File: config.mk
export PLATFORM = sky130hd
export DESIGN_NAME = cascaded_biquad_filter
export DESIGN_NICKNAME = d
export VERILOG_FILES = /design/src/hdl/cbq_pkg.sv /design/src/hdl/cascaded_biquad_filter.sv
export VERILOG_INCLUDE_DIRS = /design/src /design/src/hdl
export SDC_FILE = /design/constraint.sdc
export NUM_CORES = 2
export LEC_CHECK = 0
export BUFFER_PORTS_ARGS = -buffer_cell sky130_fd_sc_hd__buf_2
export CAP_MARGIN = 20
export CORE_MARGIN = 2
export CORE_UTILIZATION = 65
export DETAILED_ROUTE_END_ITERATION = 8
export HOLD_SLACK_MARGIN = 0.1
export PLACE_DENSITY = 0.87
export SETUP_SLACK_MARGIN = 0.2
export SLEW_MARGIN = 5
export SYNTH_ARGS = -nofsm -noshare
export SYNTH_HDL_FRONTEND = slang
export SYNTH_SLANG_ARGS = --single-unit
export TNS_END_PERCENT = 50
File: constraint.sdc
create_clock -name aclk -period 22.7 [get_ports aclk]
set_input_delay 1.135 -clock aclk [delete_from_list [all_inputs] [get_ports aclk]]
set_output_delay 1.135 -clock aclk [all_outputs]
set_load 0.01 [all_outputs]
File: src/hdl/cascaded_biquad_filter_macros.svh
// Assertion helpers shared by the filter RTL.
`ifndef CASCADED_BIQUAD_FILTER_MACROS_SVH
`define CASCADED_BIQUAD_FILTER_MACROS_SVH

`ifndef ASSERT_OFF

// Same-cycle implication, held off during reset.
`define CBQ_ASSERT_IMP(lbl, clk, rst_n, ante, cons, msg) \
    lbl: assert property (@(posedge clk) disable iff (!(rst_n)) (ante) |-> (cons)) \
        else $error(msg);

// Next-cycle implication, held off during reset.
`define CBQ_ASSERT_NXT(lbl, clk, rst_n, ante, cons, msg) \
    lbl: assert property (@(posedge clk) disable iff (!(rst_n)) (ante) |=> (cons)) \
        else $error(msg);

`else

`define CBQ_ASSERT_IMP(lbl, clk, rst_n, ante, cons, msg)
`define CBQ_ASSERT_NXT(lbl, clk, rst_n, ante, cons, msg)

`endif

`endif

File: src/hdl/cbq_pkg.sv
package cbq_pkg;

    // Internal section value width and coefficient width
    localparam int DATA_W   = 32;
    localparam int COEF_W   = 16;
    localparam int PROD_W   = DATA_W + COEF_W;
    localparam int ACC_W    = PROD_W + 3;

    localparam int MAX_SECTIONS = 4;
    localparam int SEC_W        = 2;
    localparam int FF_W         = 3 * COEF_W;
    localparam int FB_W         = 2 * COEF_W;

    localparam int CFG_IDX_W  = 3;
    localparam int CFG_DATA_W = FF_W;

    localparam int DEF_SECTION_COUNT      = 4;
    localparam int DEF_SAMPLE_BITS        = 24;
    localparam int DEF_COEF_FRACTION_BITS = 14;

    localparam logic signed [DATA_W-1:0] DATA_MAX = {1'b0, {(DATA_W-1){1'b1}}};
    localparam logic signed [DATA_W-1:0] DATA_MIN = {1'b1, {(DATA_W-1){1'b0}}};

    // One section's history: last two inputs and last two outputs
    typedef struct packed {
        logic signed [DATA_W-1:0] x1;
        logic signed [DATA_W-1:0] x2;
        logic signed [DATA_W-1:0] y1;
        logic signed [DATA_W-1:0] y2;
    } delay_row_t;

endpackage

File: src/hdl/cascaded_biquad_filter.sv
// Four-section (SECTION_COUNT) direct-form-I biquad cascade with Q2.14-style coefficients
// (COEF_FRACTION_BITS fraction bits). One 16x32 multiplier and one accumulator are shared by
// all twenty products; a section runs five products, a drain add, then a round/saturate
// and history update. From one acceptance to the earliest next one, a sample passes the
// accepting step, the steps of each section in turn and one output step. The result beat
// is offered in the same cycle that s_tready returns. The output step holds, and s_tready
// stays low, while the previous result still waits in the output register, so a stalled
// m_tready delays the next acceptance by the stall. Coefficients are written through
// cfg_wr_en/cfg_index/cfg_data; the user must write them only while idle, as the block
// itself does not enforce it. Index 2s is section s+1's b0,b1,b2, index 2s+1 its added
// feedback f1,f2. Section outputs saturate to 32 bits, the final sample to SAMPLE_BITS;
// tlast travels alongside unchanged.
`include "cascaded_biquad_filter_macros.svh"

module cascaded_biquad_filter
    import cbq_pkg::*;
#(
    parameter int SECTION_COUNT      = DEF_SECTION_COUNT,
    parameter int SAMPLE_BITS        = DEF_SAMPLE_BITS,
    parameter int COEF_FRACTION_BITS = DEF_COEF_FRACTION_BITS,
    localparam int TDATA_W           = ((SAMPLE_BITS + 7) / 8) * 8
) (
    input  logic                  aclk,
    input  logic                  aresetn,

    input  logic                  s_tvalid,
    output logic                  s_tready,
    input  logic [TDATA_W-1:0]    s_tdata,    // [SAMPLE_BITS-1:0] sample_in
    input  logic                  s_tlast,    // frame_end_in

    output logic                  m_tvalid,
    input  logic                  m_tready,
    output logic [TDATA_W-1:0]    m_tdata,    // [SAMPLE_BITS-1:0] sample_out
    output logic                  m_tlast,    // frame_end_out

    input  logic                  cfg_wr_en,
    input  logic [CFG_IDX_W-1:0]  cfg_index,
    input  logic [CFG_DATA_W-1:0] cfg_data
);

    localparam int STATE_W = 3;
    localparam logic [STATE_W-1:0] S_IDLE  = 3'd0;
    localparam logic [STATE_W-1:0] S_MAC   = 3'd1;
    localparam logic [STATE_W-1:0] S_DRAIN = 3'd2;
    localparam logic [STATE_W-1:0] S_ROUND = 3'd3;
    localparam logic [STATE_W-1:0] S_OUT   = 3'd4;

    localparam int TAP_W = 3;
    localparam logic [TAP_W-1:0] TAP_B0 = 3'd0;
    localparam logic [TAP_W-1:0] TAP_B1 = 3'd1;
    localparam logic [TAP_W-1:0] TAP_B2 = 3'd2;
    localparam logic [TAP_W-1:0] TAP_F1 = 3'd3;
    localparam logic [TAP_W-1:0] TAP_F2 = 3'd4;

    localparam logic CFG_SEL_FEEDBACK = 1'b1;

    localparam logic [SEC_W-1:0] SEC_LAST = SEC_W'(SECTION_COUNT - 1);

    localparam logic signed [ACC_W-1:0] ROUND_HALF = ACC_W'(1) << (COEF_FRACTION_BITS - 1);
    localparam logic signed [ACC_W-1:0] SEC_MAX_EXT = ACC_W'(DATA_MAX);
    localparam logic signed [ACC_W-1:0] SEC_MIN_EXT = ACC_W'(DATA_MIN);

    localparam logic signed [DATA_W-1:0] OUT_MAX =
        DATA_W'((64'sd1 <<< (SAMPLE_BITS - 1)) - 64'sd1);
    localparam logic signed [DATA_W-1:0] OUT_MIN =
        DATA_W'(-(64'sd1 <<< (SAMPLE_BITS - 1)));

    // Control
    logic [STATE_W-1:0] state_reg, state_next;
    logic [SEC_W-1:0]   sec_reg, sec_next;
    logic [TAP_W-1:0]   tap_reg, tap_next;
    logic               m_tvalid_reg, m_tvalid_next;

    // Coefficients and section history
    logic [FF_W-1:0]    ff_reg [MAX_SECTIONS];
    logic [FB_W-1:0]    fb_reg [MAX_SECTIONS];
    delay_row_t         delay_reg [MAX_SECTIONS];

    // Datapath
    logic signed [DATA_W-1:0] cur_reg, cur_next;
    logic signed [PROD_W-1:0] prod_reg, prod_next;
    logic signed [ACC_W-1:0]  acc_reg, acc_next;
    logic                     last_reg, last_next;
    logic [SAMPLE_BITS-1:0]   m_sample_reg, m_sample_next;
    logic                     m_tlast_reg, m_tlast_next;

    logic [FF_W-1:0]          ff_cur;
    logic [FB_W-1:0]          fb_cur;
    delay_row_t               row_cur;
    delay_row_t               row_new;
    logic signed [COEF_W-1:0] coef_sel;
    logic signed [DATA_W-1:0] op_sel;
    logic signed [ACC_W-1:0]  rnd_sum;
    logic signed [ACC_W-1:0]  rnd_shift;
    logic signed [DATA_W-1:0] sec_y;
    logic signed [DATA_W-1:0] out_sat;
    logic                     accept;
    logic                     out_load;

    assign s_tready = (state_reg == S_IDLE);
    assign accept   = s_tvalid && s_tready;
    assign out_load = (state_reg == S_OUT) && (!m_tvalid_reg || m_tready);

    assign ff_cur  = ff_reg[sec_reg];
    assign fb_cur  = fb_reg[sec_reg];
    assign row_cur = delay_reg[sec_reg];

    // Operand selection for the shared multiplier
    always_comb begin
        case (tap_reg)
            TAP_B0: begin
                coef_sel = ff_cur[COEF_W-1:0];
                op_sel   = cur_reg;
            end
            TAP_B1: begin
                coef_sel = ff_cur[2*COEF_W-1:COEF_W];
                op_sel   = row_cur.x1;
            end
            TAP_B2: begin
                coef_sel = ff_cur[3*COEF_W-1:2*COEF_W];
                op_sel   = row_cur.x2;
            end
            TAP_F1: begin
                coef_sel = fb_cur[COEF_W-1:0];
                op_sel   = row_cur.y1;
            end
            TAP_F2: begin
                coef_sel = fb_cur[2*COEF_W-1:COEF_W];
                op_sel   = row_cur.y2;
            end
            default: begin
                coef_sel = '0;
                op_sel   = '0;
            end
        endcase
    end

    assign prod_next = PROD_W'(coef_sel) * PROD_W'(op_sel);

    // Round half up, floor-shift, then clamp to the section width
    always_comb begin
        rnd_sum   = acc_reg + ROUND_HALF;
        rnd_shift = rnd_sum >>> COEF_FRACTION_BITS;
        if (rnd_shift > SEC_MAX_EXT) begin
            sec_y = DATA_MAX;
        end else if (rnd_shift < SEC_MIN_EXT) begin
            sec_y = DATA_MIN;
        end else begin
            sec_y = rnd_shift[DATA_W-1:0];
        end
    end

    always_comb begin
        row_new.x1 = cur_reg;
        row_new.x2 = row_cur.x1;
        row_new.y1 = sec_y;
        row_new.y2 = row_cur.y1;
    end

    always_comb begin
        if (cur_reg > OUT_MAX) begin
            out_sat = OUT_MAX;
        end else if (cur_reg < OUT_MIN) begin
            out_sat = OUT_MIN;
        end else begin
            out_sat = cur_reg;
        end
    end

    // Sequencer
    always_comb begin
        state_next    = state_reg;
        sec_next      = sec_reg;
        tap_next      = tap_reg;
        cur_next      = cur_reg;
        acc_next      = acc_reg;
        last_next     = last_reg;
        m_sample_next = m_sample_reg;
        m_tlast_next  = m_tlast_reg;
        m_tvalid_next = m_tvalid_reg;

        if (m_tvalid_reg && m_tready) begin
            m_tvalid_next = 1'b0;
        end

        case (state_reg)
            S_IDLE: begin
                if (accept) begin
                    cur_next   = DATA_W'(signed'(s_tdata[SAMPLE_BITS-1:0]));
                    last_next  = s_tlast;
                    acc_next   = '0;
                    sec_next   = '0;
                    tap_next   = TAP_B0;
                    state_next = S_MAC;
                end
            end
            S_MAC: begin
                // the product issued last cycle is ready from the second tap on
                if (tap_reg != TAP_B0) begin
                    acc_next = acc_reg + ACC_W'(prod_reg);
                end
                if (tap_reg == TAP_F2) begin
                    tap_next   = TAP_B0;
                    state_next = S_DRAIN;
                end else begin
                    tap_next = tap_reg + TAP_W'(1);
                end
            end
            S_DRAIN: begin
                acc_next   = acc_reg + ACC_W'(prod_reg);
                state_next = S_ROUND;
            end
            S_ROUND: begin
                cur_next = sec_y;
                acc_next = '0;
                if (sec_reg == SEC_LAST) begin
                    state_next = S_OUT;
                end else begin
                    sec_next   = sec_reg + SEC_W'(1);
                    state_next = S_MAC;
                end
            end
            S_OUT: begin
                if (out_load) begin
                    m_sample_next = out_sat[SAMPLE_BITS-1:0];
                    m_tlast_next  = last_reg;
                    m_tvalid_next = 1'b1;
                    state_next    = S_IDLE;
                end
            end
            default: begin
                state_next = S_IDLE;
            end
        endcase
    end

    always_ff @(posedge aclk) begin
        if (!aresetn) begin
            state_reg    <= S_IDLE;
            sec_reg      <= '0;
            tap_reg      <= TAP_B0;
            m_tvalid_reg <= 1'b0;
        end else begin
            state_reg    <= state_next;
            sec_reg      <= sec_next;
            tap_reg      <= tap_next;
            m_tvalid_reg <= m_tvalid_next;
        end
    end

    // Coefficient registers reset to identity sections
    always_ff @(posedge aclk) begin
        if (!aresetn) begin
            for (int i = 0; i < MAX_SECTIONS; i++) begin
                ff_reg[i] <= FF_W'(1) << COEF_FRACTION_BITS;
                fb_reg[i] <= '0;
            end
        end else if (cfg_wr_en) begin
            if (cfg_index[0] == CFG_SEL_FEEDBACK) begin
                fb_reg[cfg_index[CFG_IDX_W-1:1]] <= cfg_data[FB_W-1:0];
            end else begin
                ff_reg[cfg_index[CFG_IDX_W-1:1]] <= cfg_data[FF_W-1:0];
            end
        end
    end

    always_ff @(posedge aclk) begin
        if (!aresetn) begin
            for (int i = 0; i < MAX_SECTIONS; i++) begin
                delay_reg[i] <= '0;
            end
        end else if (state_reg == S_ROUND) begin
            delay_reg[sec_reg] <= row_new;
        end
    end

    always_ff @(posedge aclk) begin
        cur_reg      <= cur_next;
        prod_reg     <= prod_next;
        acc_reg      <= acc_next;
        last_reg     <= last_next;
        m_sample_reg <= m_sample_next;
        m_tlast_reg  <= m_tlast_next;
    end

    assign m_tvalid = m_tvalid_reg;
    assign m_tdata  = TDATA_W'(m_sample_reg);
    assign m_tlast  = m_tlast_reg;

    `CBQ_ASSERT_NXT(a_accept_starts_mac, aclk, aresetn, accept,
        state_reg == S_MAC && sec_reg == '0 && tap_reg == TAP_B0,
        "accepted beat did not start the first section")
    `CBQ_ASSERT_IMP(a_drain_after_last_tap, aclk, aresetn, state_reg == S_DRAIN,
        $past(state_reg) == S_MAC && $past(tap_reg) == TAP_F2,
        "drain entered before all five products were issued")
    `CBQ_ASSERT_IMP(a_result_from_out, aclk, aresetn, $rose(m_tvalid_reg),
        $past(state_reg) == S_OUT,
        "result beat raised outside the output step")
    `CBQ_ASSERT_IMP(a_no_accept_while_busy, aclk, aresetn, state_reg != S_IDLE,
        !accept, "input beat taken while a sample is in work")

endmodule
### Yosys cells after proc, flatten, opt, wreduce, memory -nomap -nowiden

Memory sizes are Yosys's and may differ from the RTL's. A register that Yosys moved wholly into a read port is not among the register bits.
Cells that the tools add are included.

| operators by class | value |
|---|---|
| $mul | 1 |
| muxes and demuxes | 51 |
| $lt $le $gt $ge | 4 |
| equality and inequality tests | 14 |
| reduce and logical (&&, ||, !) cells | 21 |
| add/subtract/negate cells | 4 |

Operator list:

| cell | count |
|---|---|
| $pmux W51 S4 | 1 |
| $pmux W32 S5 | 1 |
| $mux W128 | 1 |
| $mux W32 | 4 |
| $reduce_or A128 Y1 | 1 |
| $mux W51 | 2 |
| $pmux W16 S5 | 1 |
| $pmux W32 S2 | 1 |
| $add A51 B15 Y51 const B | 1 |
| $add A51 B48 Y51 | 1 |
| $mul A16 B32 Y48 | 1 |
| $mux W48 | 1 |
| $reduce_or A48 Y1 | 1 |
| $gt A37 B32 Y1 const B | 1 |
| $lt A37 B32 Y1 const B | 1 |
| $gt A32 B24 Y1 const B | 1 |
| $lt A32 B24 Y1 const B | 1 |
| $reduce_or A32 Y1 | 1 |
| $mux W24 | 1 |
| $mux W2 | 11 |
| $mux W1 | 18 |
| $mux W3 | 6 |
| $pmux W3 S5 | 1 |
| $eq A3 B2 Y1 const B | 4 |
| 18 further kinds | 32 |

| word-level totals | value |
|---|---|
| memories kept | 3 |
| RAM bits | 832 |
| word-level logic and storage cells | 108 |
| flip-flop bits (word level) | 166 |
| input port bits | 81 |
| output and inout port bits | 27 |

Memory list:

| memory | depth | width | rd ports | clocked after Yosys merged registers in | wr ports | RTL line | RTL |
|---|---|---|---|---|---|---|---|
| delay_reg | 4 | 128 | 1 | 1 | 4 | cascaded_biquad_filter.sv:77 | `delay_row_t delay_reg [MAX_SECTIONS];` |
| ff_reg | 4 | 48 | 1 | 1 | 4 | cascaded_biquad_filter.sv:75 | `logic [FF_W-1:0] ff_reg [MAX_SECTIONS];` |
| fb_reg | 4 | 32 | 1 | 1 | 4 | cascaded_biquad_filter.sv:76 | `logic [FB_W-1:0] fb_reg [MAX_SECTIONS];` |

### Longest topological paths before layout

| depth | value |
|---|---|
| word-level depth | 6 |
| depth in mapped cells | 34 |
| gate-level depth less buffers | 30 |

### Least setup slack after synthesis

No wires, ideal clock.

| timing path | value |
|---|---|
| kind | reg2reg |
| start point | register state_reg[0] |
| end point | memory delay_reg[3][0] in the netlist's numbering, enable pin |
| data required time | 21908 ps |
| buffers on the path | 1 |
| path slack | 12027 ps |
| cell stages (with the launch flop) | 5 |
| library setup time | 792 ps |
| period minus slack after synthesis | 10673 ps |
| arrival time | 9882 ps |
| cells stage by stage | dfxtp_1 nor2b_1 nand2_1 clkbuf_1 o21ai_0 |

RTL lines:

| element | RTL line | RTL |
|---|---|---|
| from (decl) | cascaded_biquad_filter.sv:69 | `logic [STATE_W-1:0] state_reg, state_next;` |
| from (signal assigned) | cascaded_biquad_filter.sv:244 | `state_reg <= state_next;` |
| to (decl) | cascaded_biquad_filter.sv:77 |  |

==> flow_summary.toml <==
[outcome]
status = "completed"

[worst_setup_path]
reg2reg_depth = 25
r2r_setup_slack_ns = 12.35
cp-endpoint = "prod_reg[41]$_DFF_P_"
start_kind = "register"
critPathCaptureType = "register"
worst-setup-path-type = "register to register"
r2r-end = "prod_reg[41]$_DFF_P_"
critPathMaxFanout = 59
worstPathArrival_ns = 10.92
required_ns = 23.27

[route]
route.detailed.drc = 0
wire_per_inst_um = 26.6
num_vias = 45200
finalWirelength_um = 182000
viasPerCell = 6.62
initialDrtViolationCount = 6427
first_pass_iters = 8
ant_nets = 0

[global_route]
antenna_found_initial = 1
grt_max_degree = 109
first_global_vias = 47200
grt_usage_pct = 36.7
overflow = 0
grt_pass1_wl_um = 279000

[final_layout]
final_common_cell = "edfxtp_1"
area_delta_synth_final_pct = 7.93
drive_gt1_share_pct = 11.3
fin_nets = 6204
n_fill_cell = 6121
largest_reg_flops = 512
antenna_cells = 0
layout_common_cells = "941 x edfxtp_1, 763 x nor2_1, 712 x inv_1"

[die]
die_height_um = 318
ios = 108
coreArea_um2 = 97800
die_w_um = 318
rows = 115
die_area_um2 = 101000
start_util_pct = 65.3

[sta]
period_needed_ns = 10.35
rsz0062_at_grt = "false"
hold_viol = 0
period_share_pct = 45.6
tightest_slew_ns = 1.18
fmax_ghz = 0.0966
setup_tns_ns = 0
slew_viol_final = 0
setup_viol = 0
fin_worst_skew_ns = 0.0768
setup_slack_ns = 12.35
slew_headroom_pct = 20.5

[cts]
cts_buffers = 99
post_cts_resized = 0
htree_levels = 3
clock_path_buffers = 3
tritoncts = "built"
clk_pin_slew_worst_paths_ns = 0.06
cts.sinks = 1000
clk_latency_ns = 0.72
cts-root-buf = "clkbuf_16"
post_cts_buffers = 0
cts_hold_buf = 0

[synthesis]
avgSynthCellArea_um2 = 11.6
yosysUniqueCellTypes = 78
synthArstFlopShare_pct = 0
syn_area_um2 = 63900
yosysSeqAreaShare_pct = 46.1
synthFlopType = "edfxtp_1"
syn_inst = 5489
ys.warnings.count = 0
synth_edf_count = 941
synth_nets = 6228
synth_seq_cells = 1000

[worst_hold_path]
hold_class = "register to register"

[placement]
dp_slack_ns = 12.73
port_buffers = 107
gp_congestion = 0.985
hpwl_um = 118000

[run]
drv_cap = 0
==> per-stage QoR <==
step           cell area, um^2  utilization [%]  hold WS, ns  instances
4_1_cts                  68900             70.4        0.438       6832
6_report                 69000             70.5        0.434       6837
3_3_place_gp             65600             67.0        0.402       6646
2_1_floorplan            63900                -        0.400       5489
3_5_place_dp             65600             67.0        0.413       6646
5_1_grt                  69000             70.5        0.443       6837
==> cell type report <==
cell class | count | area [um^2] | share of cell area (%)
inverter | 713 | 2680 | 3.88
sequential | 1000 | 29400 | 42.7
timing repair buffer | 180 | 1140 | 1.66
clock inverter | 63 | 686 | 0.994
tap | 1287 | 1610 | 2.34
multi-input combinational | 3471 | 30800 | 44.7
clock buffer | 123 | 2590 | 3.75
==> cells in the mapped netlist (40+ instances only) <==
cell | count | area, um^2
a22oi_1 | 51 | 383
o21a_1 | 40 | 300
nand2_1 | 496 | 1860
inv_1 | 712 | 2670
nand3_1 | 45 | 225
edfxtp_1 | 941 | 28300
nand4_1 | 47 | 294
clkbuf_1 | 218 | 818
fa_1 | 488 | 9770
and2_1 | 302 | 1890
and3_1 | 122 | 763
xnor2_1 | 80 | 701
mux4_2 | 208 | 4680
ha_1 | 170 | 2130
dfxtp_1 | 59 | 1180
o21ai_0 | 61 | 305
a21oi_1 | 122 | 611
buf_2 | 64 | 320
a21o_1 | 63 | 473
nor2_1 | 768 | 2880
==> worst min path at each step <==
| stage | start | to | slack [ns] | depth (start not counted) |
|---|---|---|---|---|
| after global routing | last_reg$_DFFE_PP_ | m_tlast$_DFFE_PP_ | 0.44 | 0 |
| after global placement | last_reg$_DFFE_PP_ | m_tlast$_DFFE_PP_ | 0.40 | 0 |
| after floorplan | last_reg$_DFFE_PP_ | m_tlast$_DFFE_PP_ | 0.40 | 0 |
| final | last_reg$_DFFE_PP_ | m_tlast$_DFFE_PP_ | 0.43 | 0 |
| after detailed placement | last_reg$_DFFE_PP_ | m_tlast$_DFFE_PP_ | 0.41 | 0 |
| after CTS | last_reg$_DFFE_PP_ | m_tlast$_DFFE_PP_ | 0.44 | 0 |
==> metal layers <==
metal  share of wire [%]  track usage [%]  wire [um]
met1                  31             44.7      56800
met2                  46             56.5      83400
met3                  14             10.3      25500
met4                 9.0             27.0      16400
met5              0.0082           0.0473         15
==> critical path, cell delays in order, from the launching register on <==
cell and delay, ns:
dfxtp_4 0.95, buf_4 0.66, buf_4 0.84, mux4_2 0.47, a22oi_1 0.24, nand4_1 0.72
nand2_1 0.34, fa_1 0.48, fa_1 0.50, inv_1 0.05, fa_1 0.51, fa_1 0.54
fa_1 0.56, inv_1 0.06, fa_1 0.54, inv_1 0.05, ha_1 0.22, a211oi_1 0.28
and2_1 0.19, nand3_1 0.07, o211ai_1 0.49, o31ai_1 0.22, a31oi_1 0.38, o21ai_0 0.29
a41oi_1 0.33, xnor2_1 0.15
==> cells by family after synthesis <==
kind of cell | after synthesis | share of synthesized area [%]
AND/OR/NAND/NOR | 1943 | 14.2
buffers and inverters | 1018 | 6.25
flip-flops | 1000 | 46.1
adder cells (fa/ha/maj) | 658 | 18.6
AO/OA/AOI/OAI | 545 | 5.90
multiplexers | 213 | 7.41
XOR/XNOR | 112 | 1.56
Power is left out: the tool's default activity adds up to more than one toggle a clock period on the data nets, which glitch-free logic cannot reach.
